## src/design/ttuv_div.sv

```systemverilog
`default_nettype none
// signed divider, one quotient bit per cycle, truncating, saturates to 32 bits
module ttuv_div (
    input  wire logic               clk,
    input  wire logic               rst_n,
    input  wire logic               go,
    input  wire logic signed [48:0] num,
    input  wire logic signed [32:0] den,
    output logic                    done,
    output logic signed [31:0]      quo,
    output logic                    sat
);
    // dividend magnitude is num * 2^22, up to 71 bits
    localparam int NW = 71;

    logic [NW-1:0] q_reg, q_next;
    logic [32:0]   r_reg, r_next;
    logic [32:0]   d_reg, d_next;
    logic [6:0]    cnt_reg, cnt_next;
    logic          busy_reg, busy_next;
    logic          neg_reg, neg_next;
    logic          done_reg, done_next;

    logic [48:0] num_mag;
    logic [32:0] den_mag;
    logic [33:0] trial;
    logic [33:0] shifted;
    logic [NW:0] signed_q;

    assign num_mag = num[48] ? 49'(-num) : 49'(num);
    assign den_mag = den[32] ? 33'(-den) : 33'(den);
    assign shifted = {r_reg, q_reg[NW-1]};
    assign trial   = shifted - {1'b0, d_reg};

    // restoring divide step
    always_comb
    begin
        q_next    = q_reg;
        r_next    = r_reg;
        d_next    = d_reg;
        cnt_next  = cnt_reg;
        busy_next = busy_reg;
        neg_next  = neg_reg;
        done_next = 1'b0;
        if (go)
        begin
            q_next    = {num_mag, 22'd0};
            r_next    = '0;
            d_next    = den_mag;
            cnt_next  = 7'(NW);
            busy_next = 1'b1;
            neg_next  = num[48] ^ den[32];
        end
        else if (busy_reg)
        begin
            if (!trial[33])
            begin
                r_next = trial[32:0];
                q_next = {q_reg[NW-2:0], 1'b1};
            end
            else
            begin
                r_next = shifted[32:0];
                q_next = {q_reg[NW-2:0], 1'b0};
            end
            cnt_next = cnt_reg - 7'd1;
            if (cnt_reg == 7'd1)
            begin
                busy_next = 1'b0;
                done_next = 1'b1;
            end
        end
    end

    always_ff @(posedge clk or negedge rst_n)
    begin
        if (!rst_n)
        begin
            busy_reg <= 1'b0;
            done_reg <= 1'b0;
            cnt_reg  <= '0;
        end
        else
        begin
            busy_reg <= busy_next;
            done_reg <= done_next;
            cnt_reg  <= cnt_next;
        end
    end

    always_ff @(posedge clk)
    begin
        q_reg   <= q_next;
        r_reg   <= r_next;
        d_reg   <= d_next;
        neg_reg <= neg_next;
    end

    // sign and clip
    assign signed_q = neg_reg ? -{1'b0, q_reg} : {1'b0, q_reg};
    always_comb
    begin
        sat = 1'b0;
        quo = signed_q[31:0];
        if (!neg_reg && (q_reg > NW'(32'h7fffffff)))
        begin
            sat = 1'b1;
            quo = 32'sh7fffffff;
        end
        else if (neg_reg && (q_reg > NW'(33'h080000000)))
        begin
            sat = 1'b1;
            quo = 32'sh80000000;
        end
    end
    assign done = done_reg;

`ifndef NO_ASSERTIONS
    a_done_pulse: assert property (@(posedge clk) disable iff (!rst_n)
        done_reg |=> !done_reg) else $error("divider done held");
    a_go_idle: assert property (@(posedge clk) disable iff (!rst_n)
        go |-> !busy_reg) else $error("divider restarted while busy");
    a_done_end: assert property (@(posedge clk) disable iff (!rst_n)
        done_reg |-> !busy_reg) else $error("done while busy");
`endif
endmodule
`default_nettype wire

```

## config.mk

```make
export PLATFORM = sky130hd
export DESIGN_NAME = ttuv_div
export DESIGN_NICKNAME = d
export VERILOG_FILES = /design/src/design/ttuv_div.sv
export SDC_FILE = /design/constraint.sdc
export NUM_CORES = 1
export LEC_CHECK = 0
export BUFFER_PORTS_ARGS = -buffer_cell sky130_fd_sc_hd__clkbuf_2
export CAP_MARGIN = 20
export CORE_MARGIN = 1
export CORE_UTILIZATION = 54
export DETAILED_ROUTE_END_ITERATION = 10
export PLACE_DENSITY = 0.79
export SETUP_SLACK_MARGIN = 0.4
export SLEW_MARGIN = 20
export SYNTH_ARGS = -nofsm -noshare
export SYNTH_HDL_FRONTEND = slang
export SYNTH_SLANG_ARGS = --single-unit
export TNS_END_PERCENT = 1
```

## constraint.sdc

```tcl
create_clock -name clk -period 3.2 [get_ports clk]
set_input_delay 0.16 -clock clk [delete_from_list [all_inputs] [get_ports clk]]
set_output_delay 0.16 -clock clk [all_outputs]
set_load 0.02 [all_outputs]
```

# After elaboration in Yosys (flattened, before gate mapping)
# Cells that the tools add are included.
# Widths: inputs -> output; s select.
[classes]
addsub = 5
n_lt_le_gt_ge = 2
eq_ne = 1
mux = 19
n_bitwise = 1
n_reduce_logical = 4
[ops]
columns = ["op", "count"]
rows = [
  ["$mux 71", 2],
  ["$mux 32", 4],
  ["$gt 71x31->1 const B", 1],
  ["$gt 71x32->1 const B", 1],
  ["$mux 49", 1],
  ["$neg 49->49", 1],
  ["$sub 34x33->34", 1],
  ["$mux 33", 1],
  ["$neg 33->33", 1],
  ["$neg 32->32", 1],
  ["$mux 7", 2],
  ["$mux 1", 9],
  ["$eq 7x1->1 const B", 1],
  ["$sub 7x1->7 const B", 1],
  ["$logic_and 1x1->1", 2],
  ["$reduce_bool 2->1", 1],
  ["$logic_not 1->1", 1],
  ["$xor 1x1->1", 1],
]
[totals]
ff_bits = 147
input_bits = 85
out_inout_bits = 34

# Logic depth before layout (Yosys ltp)
[depth]
ltp_word = 4
mapped_depth = 13
ltp_nobuf = 11

# Least setup slack after synthesis
# Ideal clock, no wire load.
[synth_timing]
path_type = "input port to flip-flop"
start = "input den[8]"
end = "register d_reg[28], data pin"
arrival_time_ns = 2.899
required_ns = 2.942
setup_slack_ns = 0.043
path_stages = 8
n_path_buf = 0
cell_sequence = "or4_4 -> or4_4 -> or3_4 -> or3_4 -> or4_4 -> or4_4 -> o21ai_2 -> xnor2_1"
[synth_between]
elab_chain_len = 2
[synth_lines]
columns = ["element", "line_no", "rtl"]
rows = [
  ["start: declaration", "8", "input wire logic signed [32:0] den,"],
  ["$neg 33->33", "31", "assign den_mag = den[32] ? 33'(-den) : 33'(den);"],
  ["$mux 32", "31", ""],
  ["net den_mag[28]", "25", "logic [32:0] den_mag;"],
  ["end signal: assignment", "95", "d_reg <= d_next;"],
  ["end: declaration", "18", "logic [32:0] d_reg, d_next;"],
]
# The timed path passes the listed nets, and every way through them passes these cells.
# A chain may end at the register's enable or synchronous reset.

# Final worst setup path
[layout_timing]
start = "register q_reg[18]"
end = "output quo[12]"
[layout_between]
elab_chain_len = 4
[layout_lines]
columns = ["element", "line_no", "rtl"]
rows = [
  ["start: declaration", "16", "logic [NW-1:0] q_reg, q_next;"],
  ["start signal: assignment", "93", "q_reg <= q_next;"],
  ["$gt 71x32->1", "110", "else if (neg_reg && (q_reg > NW'(33'h080000000)))"],
  ["$logic_and 1x1->1", "110", ""],
  ["$mux 32", "110", ""],
  ["$mux 32 (*)", "105", "if (!neg_reg && (q_reg > NW'(32'h7fffffff)))"],
  ["end: declaration", "10", "output logic signed [31:0] quo,"],
]
# Mark *: on every way between the ends. The rest lies on a longest branch, timed or not.

==> impl_metrics.yaml <==
status:
  outcome: "complete, no violations"
timing:
  rsz0062_at_grt: "true"
  skew_ps: 10.6
  fmax_ghz: 0.340
  drv_slew: 0
  finalCritPeriodShare_pct: 92.0
  holdWs_ps: 47.3
  slew_headroom_pct: 38.0
  tightest_slew_ps: 930
  fin_crit_ps: 2940
  hold_viol: 0
  setup_viol_count_final: 0
floorplanning:
  rows: 50
  fp.dieH_um: 140
  pin_count: 119
  dieWidth_um: 140
  coreArea_um2: 18700
  start_util_pct: 55.3
  dieArea_um2: 19700
critical_path:
  endpoint_kind: "primary output"
  cp_max_fo: 6
  crit_buf_inv: 2
  reg2reg_to: "r_reg[28]$_SDFFE_PP0P_"
  worstSetupPathType: "register to primary output"
  arrival_ps: 2780
  cpPeakStageDelay_ps: 400
  r2r_cells: 10
  cp.depth: 9
  rrSetupSlack_ps: 290
  path_cells: "or3_4, or3_4, nor4_4, nand2b_1, o21ai_2, a21boi_4, buf_6, o21ai_2, buf_4"
  path_delay_family: "simple AND/OR/NAND/NOR gates"
  r2r-start: "d_reg[8]$_DFFE_PP_"
  cp_data_required_time_ps: 3040
  critPathSlowestCell: "or3_4"
  start_kind: "register"
yosys:
  syn_area_per_cell_um2: 9.04
  synth-seq-area-share_pct: 36.9
  yosys-top-cells-count: "97 x xnor2_1, 94 x o21ai_0, 88 x nand2_1"
  synth.area.top_cells: "edfxtp_1 24%, dfxtp_1 11%, xnor2_1 8.2%"
  synth_seq_cells: 147
  synth_top_cell_by_area: "edfxtp_1"
  synth_cell_types: 65
  synthCells: 1144
  ys_async_sr_fraction_pct: 6.12
  ys_warn_count: 0
  synth-main-ff-cell: "edfxtp_1"
  post-synth-top-count-cell: "xnor2_1"
  syn_area_um2: 10300
  synth.top_cell.area_share_pct: 24.1
  synth_nets: 1269
  synth_edf_count: 83
clock_tree:
  cts.htree.levels: 4
  insertion_delay_ps: 420
  cts_root_buffer: "clkbuf_16"
  cts_tree: "done"
  cts_num_sinks: 147
  numCtsBuffers: 17
  cts_max_path_buffers: 2
  clkTransAtPathRegs_ps: 60
global_route:
  use_met1_pct: 34.0
  grt.met3_usage_pct: 4.24
  grt_pass1_vias: 8308
  grt_max_degree: 91
  busiest_layer: "met2"
  antenna_found_initial: 0
  grt_use_met2_pct: 40.9
  grt.overflow.total: 0
  grt_pass1_wl_um: 40400
  grt_usage_pct: 25.1
pwr:
  finalPower_mw: 8.58
  vdd_ir_drop_max_v: 0.000441
  p_leak_nw: 5.21
  power.density_nw_per_um2: 693
finish:
  diodes: 0
  seq_area_um2: 3830
  multi_input_comb_area_um2: 6410
  stdcell_count: 1510
  largest_register_ffs: 71
  syn_to_final_growth_pct: 19.8
  fill_cells: 1470
  final_util_pct: 66.2
  drive_gt1_share_pct: 21.4
  layout.nets: 1389
placement:
  io_buffers: 118
  dp_hpwl_um: 16900
  dpl.cell_count: 1459
  routabilityCongestion: 0.921
min_path:
  hold_depth: 2
  hold_path_class: "input port to register"
  min_to: "d_reg[29]$_DFFE_PP_"
  hold_start: "den[29]"
run:
  maxCapViolCount: 0
drt:
  via_count: 9102
  ant_nets: 0
  dr.pass1.iters: 5
  wl_um: 25100
  via_per_inst: 6.03
  drc_errors: 0
  wl_per_cell_um: 16.6
  drt_iter0_markers: 665
[worst register-to-register path, cell delays in order, from the launching register on]
cell and delay [ps]:
edfxtp_1 370, inv_1 70, ha_2 300, a21oi_2 210, a21oi_1 130, or2_2 340, or4_1 510, a311o_1 420
a21oi_1 200, xor2_1 160, o211ai_1 90
[worst max-delay path by stage]
stage,from,slack (ps),endpoint
floorplan,den[8],40,d_reg[28]$_DFFE_PP_
global placement,den[8],-100,d_reg[30]$_DFFE_PP_
detailed placement,den[8],-130,d_reg[30]$_DFFE_PP_
CTS,q_reg[20]$_SDFFE_PP0P_,260,quo[22]
global route,q_reg[18]$_SDFFE_PP0P_,150,quo[18]
finish,q_reg[18]$_SDFFE_PP0P_,260,quo[12]
[layout by cell type, fill, tap and decap left out, drive strengths merged, types with 7 or more instances in the layout]
master    n
o41ai    15
o21a      9
dfrtp     9
a21o     20
mux2i    45
o21ai    96
clkinv    7
nand4    12
or4      13
nand2    88
a211oi   20
clkbuf  102
xor2     39
nor3     19
o31ai    36
dfxtp    55
a31oi     9
nand3    13
nor4     24
inv      56
nand2b   16
xnor2    97
a22o     48
edfxtp   83
ha       39
a21oi    34
buf      79
nor2     83
a21boi    8
or3      26
[layout make-up]
| cell class | count | share of cell area, % |
|---|---|---|
| flip-flops and latches | 147 | 30.9 |
| clock inverters | 14 | 0.919 |
| well taps | 234 | 2.36 |
| repair buffers | 166 | 8.96 |
| clock buffers | 17 | 3.44 |
| multi-input cells | 879 | 51.8 |
| inverters | 53 | 1.61 |
[cells by family after synthesis]
logic type | count (synthesis) | share of synthesized area (%)
AOI/OAI and AO/OA | 329 | 21.9
xor gates and xnor gates | 136 | 11.5
adders and majority gates | 40 | 4.91
buffers and inverters | 118 | 4.28
DFF | 147 | 36.9
muxes | 47 | 4.57
and+or+nand+nor | 327 | 15.9
[power by group]
| group | leakage, nW | total (mW) | internal (mW) | switching, mW |
|---|---|---|---|---|
| combinational | 3.52 | 4.05 | 1.82 | 2.24 |
| clock | 0.260 | 1.88 | 1.06 | 0.817 |
| sequential | 1.43 | 2.66 | 2.36 | 0.295 |
[per-layer routing]
metal  up-vias  part of all wire [%]
met2       289                    47
met3        44                   5.1
met5         -                     0
met4         0                   1.7
met1      4284                    46
li1       4485                     -
[metrics by stage]
| stage | TNS, ps | setup WS [ps] | cell area, um2 |
|---|---|---|---|
| final | 0 | 258 | 12400 |
| after global routing | 0 | 153 | 12400 |
| after floorplan | 0 | 43.0 | 10300 |
| after CTS | 0 | 257 | 11900 |
| after global placement | -249 | -104 | 11200 |
| after detailed placement | -355 | -128 | 11200 |
[what timing repair did]
item,CTS,global route
hold buffers,2,0
cloned,0,4
setup endpoints to repair,66,73
setup buffers,1,13
hold endpoints to repair,10,0
pin swaps,3,14
gates resized for setup,27,165
No activity file was read; power rests on OpenSTA's default activity.
